`config.mk`:
```
export PLATFORM = sky130hd
export DESIGN_NAME = vdm_ctrl
export DESIGN_NICKNAME = d
export VERILOG_FILES = /design/src/sv/vdm_pkg.sv /design/src/sv/vdm_ctrl.sv
export SDC_FILE = /design/constraint.sdc
export NUM_CORES = 1
export LEC_CHECK = 0
export BUFFER_PORTS_ARGS = -buffer_cell sky130_fd_sc_hd__buf_2
export CAP_MARGIN = 10
export CORE_MARGIN = 5
export CORE_UTILIZATION = 25
export CTS_CLUSTER_DIAMETER = 50
export CTS_CLUSTER_SIZE = 14
export DETAILED_ROUTE_END_ITERATION = 7
export SLEW_MARGIN = 10
export SYNTH_ARGS = -nofsm -noshare
export SYNTH_HDL_FRONTEND = slang
export SYNTH_SLANG_ARGS = --single-unit
```
`constraint.sdc`:
```
create_clock -name clk_i -period 4.5 [get_ports clk_i]
set_input_delay 0.225 -clock clk_i [delete_from_list [all_inputs] [get_ports clk_i]]
set_output_delay 0.225 -clock clk_i [all_outputs]
set_load 0.01 [all_outputs]
```
`src/sv/vdm_pkg.sv`:
```
// Shared types and constants of the vector distance block.
// Used by the controller, the datapath, the top level and the checker.
package vdm_pkg;

  localparam int unsigned ElemBits   = 16;
  localparam int unsigned AccBits    = 48;
  localparam int unsigned DistBits   = 32;
  localparam int unsigned MaxDimDef  = 1024;
  localparam logic [16:0] OneQ16     = 17'd65536;

  // metric_mode codes
  localparam logic [1:0] MODE_L2  = 2'd0;
  localparam logic [1:0] MODE_COS = 2'd1;

  // status codes
  localparam logic [1:0] ST_OK   = 2'd0;
  localparam logic [1:0] ST_ZERO = 2'd1;
  localparam logic [1:0] ST_BAD  = 2'd2;

  typedef enum logic [3:0] {
    CMD_NONE,
    CMD_LOAD_L2,
    CMD_LOAD_A,
    CMD_NORM,
    CMD_SQRT_INIT,
    CMD_SQRT_STEP,
    CMD_SAVE_A,
    CMD_SAVE_B,
    CMD_MUL,
    CMD_DIV_INIT,
    CMD_DIV_STEP,
    CMD_RES_L2,
    CMD_RES_COS,
    CMD_RES_ZERO,
    CMD_RES_BAD
  } cmd_op_e;

  typedef struct packed {
    logic    take;  // request accepted this cycle
    cmd_op_e op;
  } cmd_t;

  typedef struct packed {
    logic [1:0] mode;
    logic       norm_zero;
    logic       norm_ok;
    logic       iter_last;
    logic       out_free;
  } sts_t;

endpackage

```
`src/sv/vdm_ctrl.sv`:
```
// Sequencer of the vector distance block: accepts pairs, then steps the
// shared root and divide unit at vector end. Uses vdm_pkg.
module vdm_ctrl (
  input  logic          clk_i,
  input  logic          rst_ni,
  input  logic          in_valid_i,
  input  logic          last_elem_i,
  output logic          in_stall_o,
  input  vdm_pkg::sts_t sts_i,
  output vdm_pkg::cmd_t cmd_o
);

  typedef enum logic [3:0] {
    S_IDLE, S_ACC, S_DISPATCH, S_SQRT_L2, S_NORM_A, S_SQRT_A, S_SAVE_A,
    S_NORM_B, S_SQRT_B, S_SAVE_B, S_MUL, S_DIV_INIT, S_DIV, S_FINISH
  } state_e;

  state_e           state_q, state_d;
  vdm_pkg::cmd_op_e kind_q, kind_d;

  assign in_stall_o = state_q != S_IDLE;
  assign cmd_o.take = in_valid_i && (state_q == S_IDLE);

  always_comb begin
    state_d   = state_q;
    kind_d    = kind_q;
    cmd_o.op  = vdm_pkg::CMD_NONE;
    case (state_q)
      S_IDLE:     if (in_valid_i && last_elem_i) state_d = S_ACC;
      S_ACC:      state_d = S_DISPATCH;
      S_DISPATCH: begin
        case (sts_i.mode)
          vdm_pkg::MODE_L2: begin
            cmd_o.op = vdm_pkg::CMD_LOAD_L2;
            state_d  = S_SQRT_L2;
          end
          vdm_pkg::MODE_COS: begin
            if (sts_i.norm_zero) begin
              kind_d  = vdm_pkg::CMD_RES_ZERO;
              state_d = S_FINISH;
            end else begin
              cmd_o.op = vdm_pkg::CMD_LOAD_A;
              state_d  = S_NORM_A;
            end
          end
          default: begin
            kind_d  = vdm_pkg::CMD_RES_BAD;
            state_d = S_FINISH;
          end
        endcase
      end
      S_SQRT_L2: begin
        cmd_o.op = vdm_pkg::CMD_SQRT_STEP;
        if (sts_i.iter_last) begin
          kind_d  = vdm_pkg::CMD_RES_L2;
          state_d = S_FINISH;
        end
      end
      S_NORM_A, S_NORM_B: begin
        if (sts_i.norm_ok) begin
          cmd_o.op = vdm_pkg::CMD_SQRT_INIT;
          state_d  = (state_q == S_NORM_A) ? S_SQRT_A : S_SQRT_B;
        end else begin
          cmd_o.op = vdm_pkg::CMD_NORM;
        end
      end
      S_SQRT_A: begin
        cmd_o.op = vdm_pkg::CMD_SQRT_STEP;
        if (sts_i.iter_last) state_d = S_SAVE_A;
      end
      S_SAVE_A: begin
        cmd_o.op = vdm_pkg::CMD_SAVE_A;
        state_d  = S_NORM_B;
      end
      S_SQRT_B: begin
        cmd_o.op = vdm_pkg::CMD_SQRT_STEP;
        if (sts_i.iter_last) state_d = S_SAVE_B;
      end
      S_SAVE_B: begin
        cmd_o.op = vdm_pkg::CMD_SAVE_B;
        state_d  = S_MUL;
      end
      S_MUL: begin
        cmd_o.op = vdm_pkg::CMD_MUL;
        state_d  = S_DIV_INIT;
      end
      S_DIV_INIT: begin
        cmd_o.op = vdm_pkg::CMD_DIV_INIT;
        state_d  = S_DIV;
      end
      S_DIV: begin
        cmd_o.op = vdm_pkg::CMD_DIV_STEP;
        if (sts_i.iter_last) begin
          kind_d  = vdm_pkg::CMD_RES_COS;
          state_d = S_FINISH;
        end
      end
      S_FINISH: begin
        if (sts_i.out_free) begin
          cmd_o.op = kind_q;
          state_d  = S_IDLE;
        end
      end
      default: state_d = S_IDLE;
    endcase
  end

  always_ff @(posedge clk_i or negedge rst_ni) begin
    if (!rst_ni) begin
      state_q <= S_IDLE;
      kind_q  <= vdm_pkg::CMD_NONE;
    end else begin
      state_q <= state_d;
      kind_q  <= kind_d;
    end
  end

endmodule

```
==> results.json <==
{
  "num_antenna_cells": 0,
  "dieArea_um2": 4335,
  "slew_headroom_pct": 53.51,
  "hold_viol_final": 0,
  "min_path_type": "in -> async",
  "multi_input_area_um2": 525.5,
  "fillerInstances": 333,
  "fin_setup_tns_ns": 0,
  "r2r_slack_ns": 2.15,
  "cts_tree": "yes",
  "grt_overflow_total": 0,
  "peakVddDrop_uv": 183.9,
  "finalCriticalPeriod_ns": 2.359,
  "synth_adder_area_share_pct": 1.284,
  "synth_edf_count": 0,
  "rsz0062_at_grt": "false",
  "drtPass1Iterations": 4,
  "avgSynthCellArea_um2": 7.642,
  "synth_cells": 102,
  "hpwl_um": 1435,
  "startpoint_type": "register",
  "layout_commonest_cell": "buf_2",
  "coreArea_um2": 3028,
  "postRouteAntennaNets": 0,
  "clock_latency_ns": 0.25,
  "h-tree-depth": 1,
  "gp_congestion": 0.8096,
  "post-route-period-util_pct": 52.41,
  "grt_max_degree": 24,
  "layout-drive-gt1-share_pct": 24.11,
  "cts_setup_buffers": 0,
  "cts_buffers": 3,
  "cts.path.max_buffers": 2,
  "nNetsFinal": 124,
  "finalSetupViolations": 0,
  "ys_seq_area_share_pct": 25.68,
  "status": "finished, final reports clean",
  "regArea_um2": 200.2,
  "p_per_area_nw_per_um2": 692.5,
  "synth_cell_types": 40,
  "syn_area_um2": 779.5,
  "synth_top_family_by_area": "compound AO/OA/AOI/OAI gates",
  "clkSlewWorstSetupHoldPaths_ns": 0.05,
  "layout_common_cells": "buf_2 (15), a21oi_1 (10), dfrtp_1 (8), o21ai_0 (7), nand2_1 (7)",
  "cts_resized": 0,
  "arrival_ns": 2.13,
  "synthToLayoutAreaGrowth_pct": 15.89,
  "synth_compound_area_share_pct": 34.19,
  "syn_nets": 112,
  "yosysWarnings": 0,
  "cts.sinks": 8,
  "synth-async-reset-ratio_pct": 100.0,
  "die_w_um": 65.84,
  "via_per_inst": 5.160,
  "max_freq_ghz": 0.4240,
  "critPathKind": "reg -> out",
  "finClkSkew_ns": 0.0002517,
  "worst_pin_slew_ns": 0.6973,
  "netSwitchingFraction_pct": 49.27,
  "vias": 805,
  "end_kind": "output port",
  "initial_core_util_pct": 25.74,
  "yosys.area_share.simple_pct": 27.61,
  "cap_violations": 0,
  "placementRows": 20,
  "postCtsHoldBufs": 1,
  "die_y_um": 65.84,
  "power_frac_comb_pct": 56.8,
  "switchingPower_mw": 0.3082,
  "power.clock.fraction_pct": 8.8,
  "antenna_found_initial": 0,
  "seqPwrFrac_pct": 34.4,
  "drc": 0,
  "synth_xor_area_share_pct": 0,
  "clk_root_buffer_cell": "clkbuf_4",
  "synthMuxAreaShare_pct": 4.334,
  "grt_use_total_pct": 9.843,
  "hold_ws_ns": 0.3420,
  "internal_power_mw": 0.3173,
  "wire_per_inst_um": 12.69,
  "leakagePower_nw": 0.3543,
  "portBuffers": 15,
  "ys.flop_type": "dfrtp_1",
  "first_global_vias": 768,
  "ys_ff_latch": 8,
  "cp_max_fo": 23,
  "slew_violations": 0,
  "grt_pass1_wl_um": 3346,
  "pin_count": 16,
  "first_iter_violations": 44,
  "required_ns": 4.28,
  "routed_wl_um": 1979
}
==> stage by stage <==
stage                     total power, mW  instance area [um2]  worst slack, ns  cells  util (%)
final                              0.6256                903.4            2.141    156     29.83
after global routing               0.6883                903.4            1.902    156     29.83
after CTS                          0.6291                903.4            2.146    156     29.83
after detailed placement           0.5706                870.8            2.147    152     28.76
after global placement             0.5662                870.8            2.303    152     28.76
after floorplan                    0.4850                779.5            2.903    102         -
==> sequential cells by signal (all words and copies together) (netlist names) <==
signal,cells
kind_q,4
state_q,4
==> final timing paths <==
check | start | endpoint | depth (start not counted)
worst max-delay path | state_q[0] | cmd_o[2] | 5
worst min-delay path | rst_ni | state_q[2] | 2
worst max register to register | state_q[0] | state_q[0] | 5
worst min register to register | kind_q[3] | kind_q[3] | 1
max in group asynchronous | rst_ni | state_q[3] | 2
min in group clk_i | last_elem_i | state_q[0] | 5
==> power groups by stage <==
stage | registers (mW) | clock network, mW | logic (mW)
after floorplan | 0.126 | 0 | 0.359
after global placement | 0.214 | 0 | 0.352
after detailed placement | 0.216 | 0 | 0.354
after CTS | 0.215 | 0.0570 | 0.357
after global routing | 0.228 | 0.0635 | 0.397
final | 0.215 | 0.0550 | 0.355
==> Yosys cell counts (2+ instances only) <==
master | number | area [um2]
nand3_1 | 4 | 20.02
mux2_2 | 3 | 33.78
nor2b_1 | 4 | 25.02
clkbuf_1 | 3 | 11.26
o21ai_0 | 7 | 35.03
a22o_1 | 2 | 17.52
a21oi_1 | 10 | 50.05
and2_1 | 3 | 18.77
nand2_1 | 7 | 26.28
o22ai_1 | 2 | 12.51
dfrtp_1 | 8 | 200.2
a21o_1 | 3 | 22.52
a31oi_1 | 4 | 25.02
buf_2 | 4 | 20.02
nand2b_1 | 3 | 18.77
inv_1 | 4 | 15.01
o211ai_1 | 2 | 15.01
o21a_1 | 2 | 15.01
buf_1 | 2 | 7.510
nor2_1 | 4 | 15.01
nor3_1 | 2 | 10.01
==> cells by family (layout without fill, tap and decap cells) <==
group,Yosys count,count (layout)
flops,8,8
buf+inv,13,23
fa+ha+maj,1,1
compound gates,40,40
mux,3,3
simple gates,37,37
==> critical path, cell delays in order, from the launching register on <==
cell and delay [ns]:
dfrtp_1 0.79, inv_1 0.34, a21oi_1 0.28, o22ai_1 0.11, a21o_1 0.22, buf_2 0.14
==> layer usage <==
layer | routed length (um) | part of all wire [%] | vias up | global-route usage, %
met5 | 0 | 0 | - | 0
met4 | 17 | 0.86 | 0 | 2.850
met3 | 104 | 5.3 | 2 | 3.231
met2 | 967 | 49 | 26 | 16.15
met1 | 890 | 45 | 378 | 12.20
li1 | - | - | 399 | -
==> cell type report <==
cell class	instances	area share (%)
multi-input cells	81	58.17
well taps	44	6.094
repair buffers	16	9.418
inverters	4	1.662
clock buffers	3	2.493
flip-flops and latches	8	22.16
Note: power is estimated with default switching activity, not from simulation.
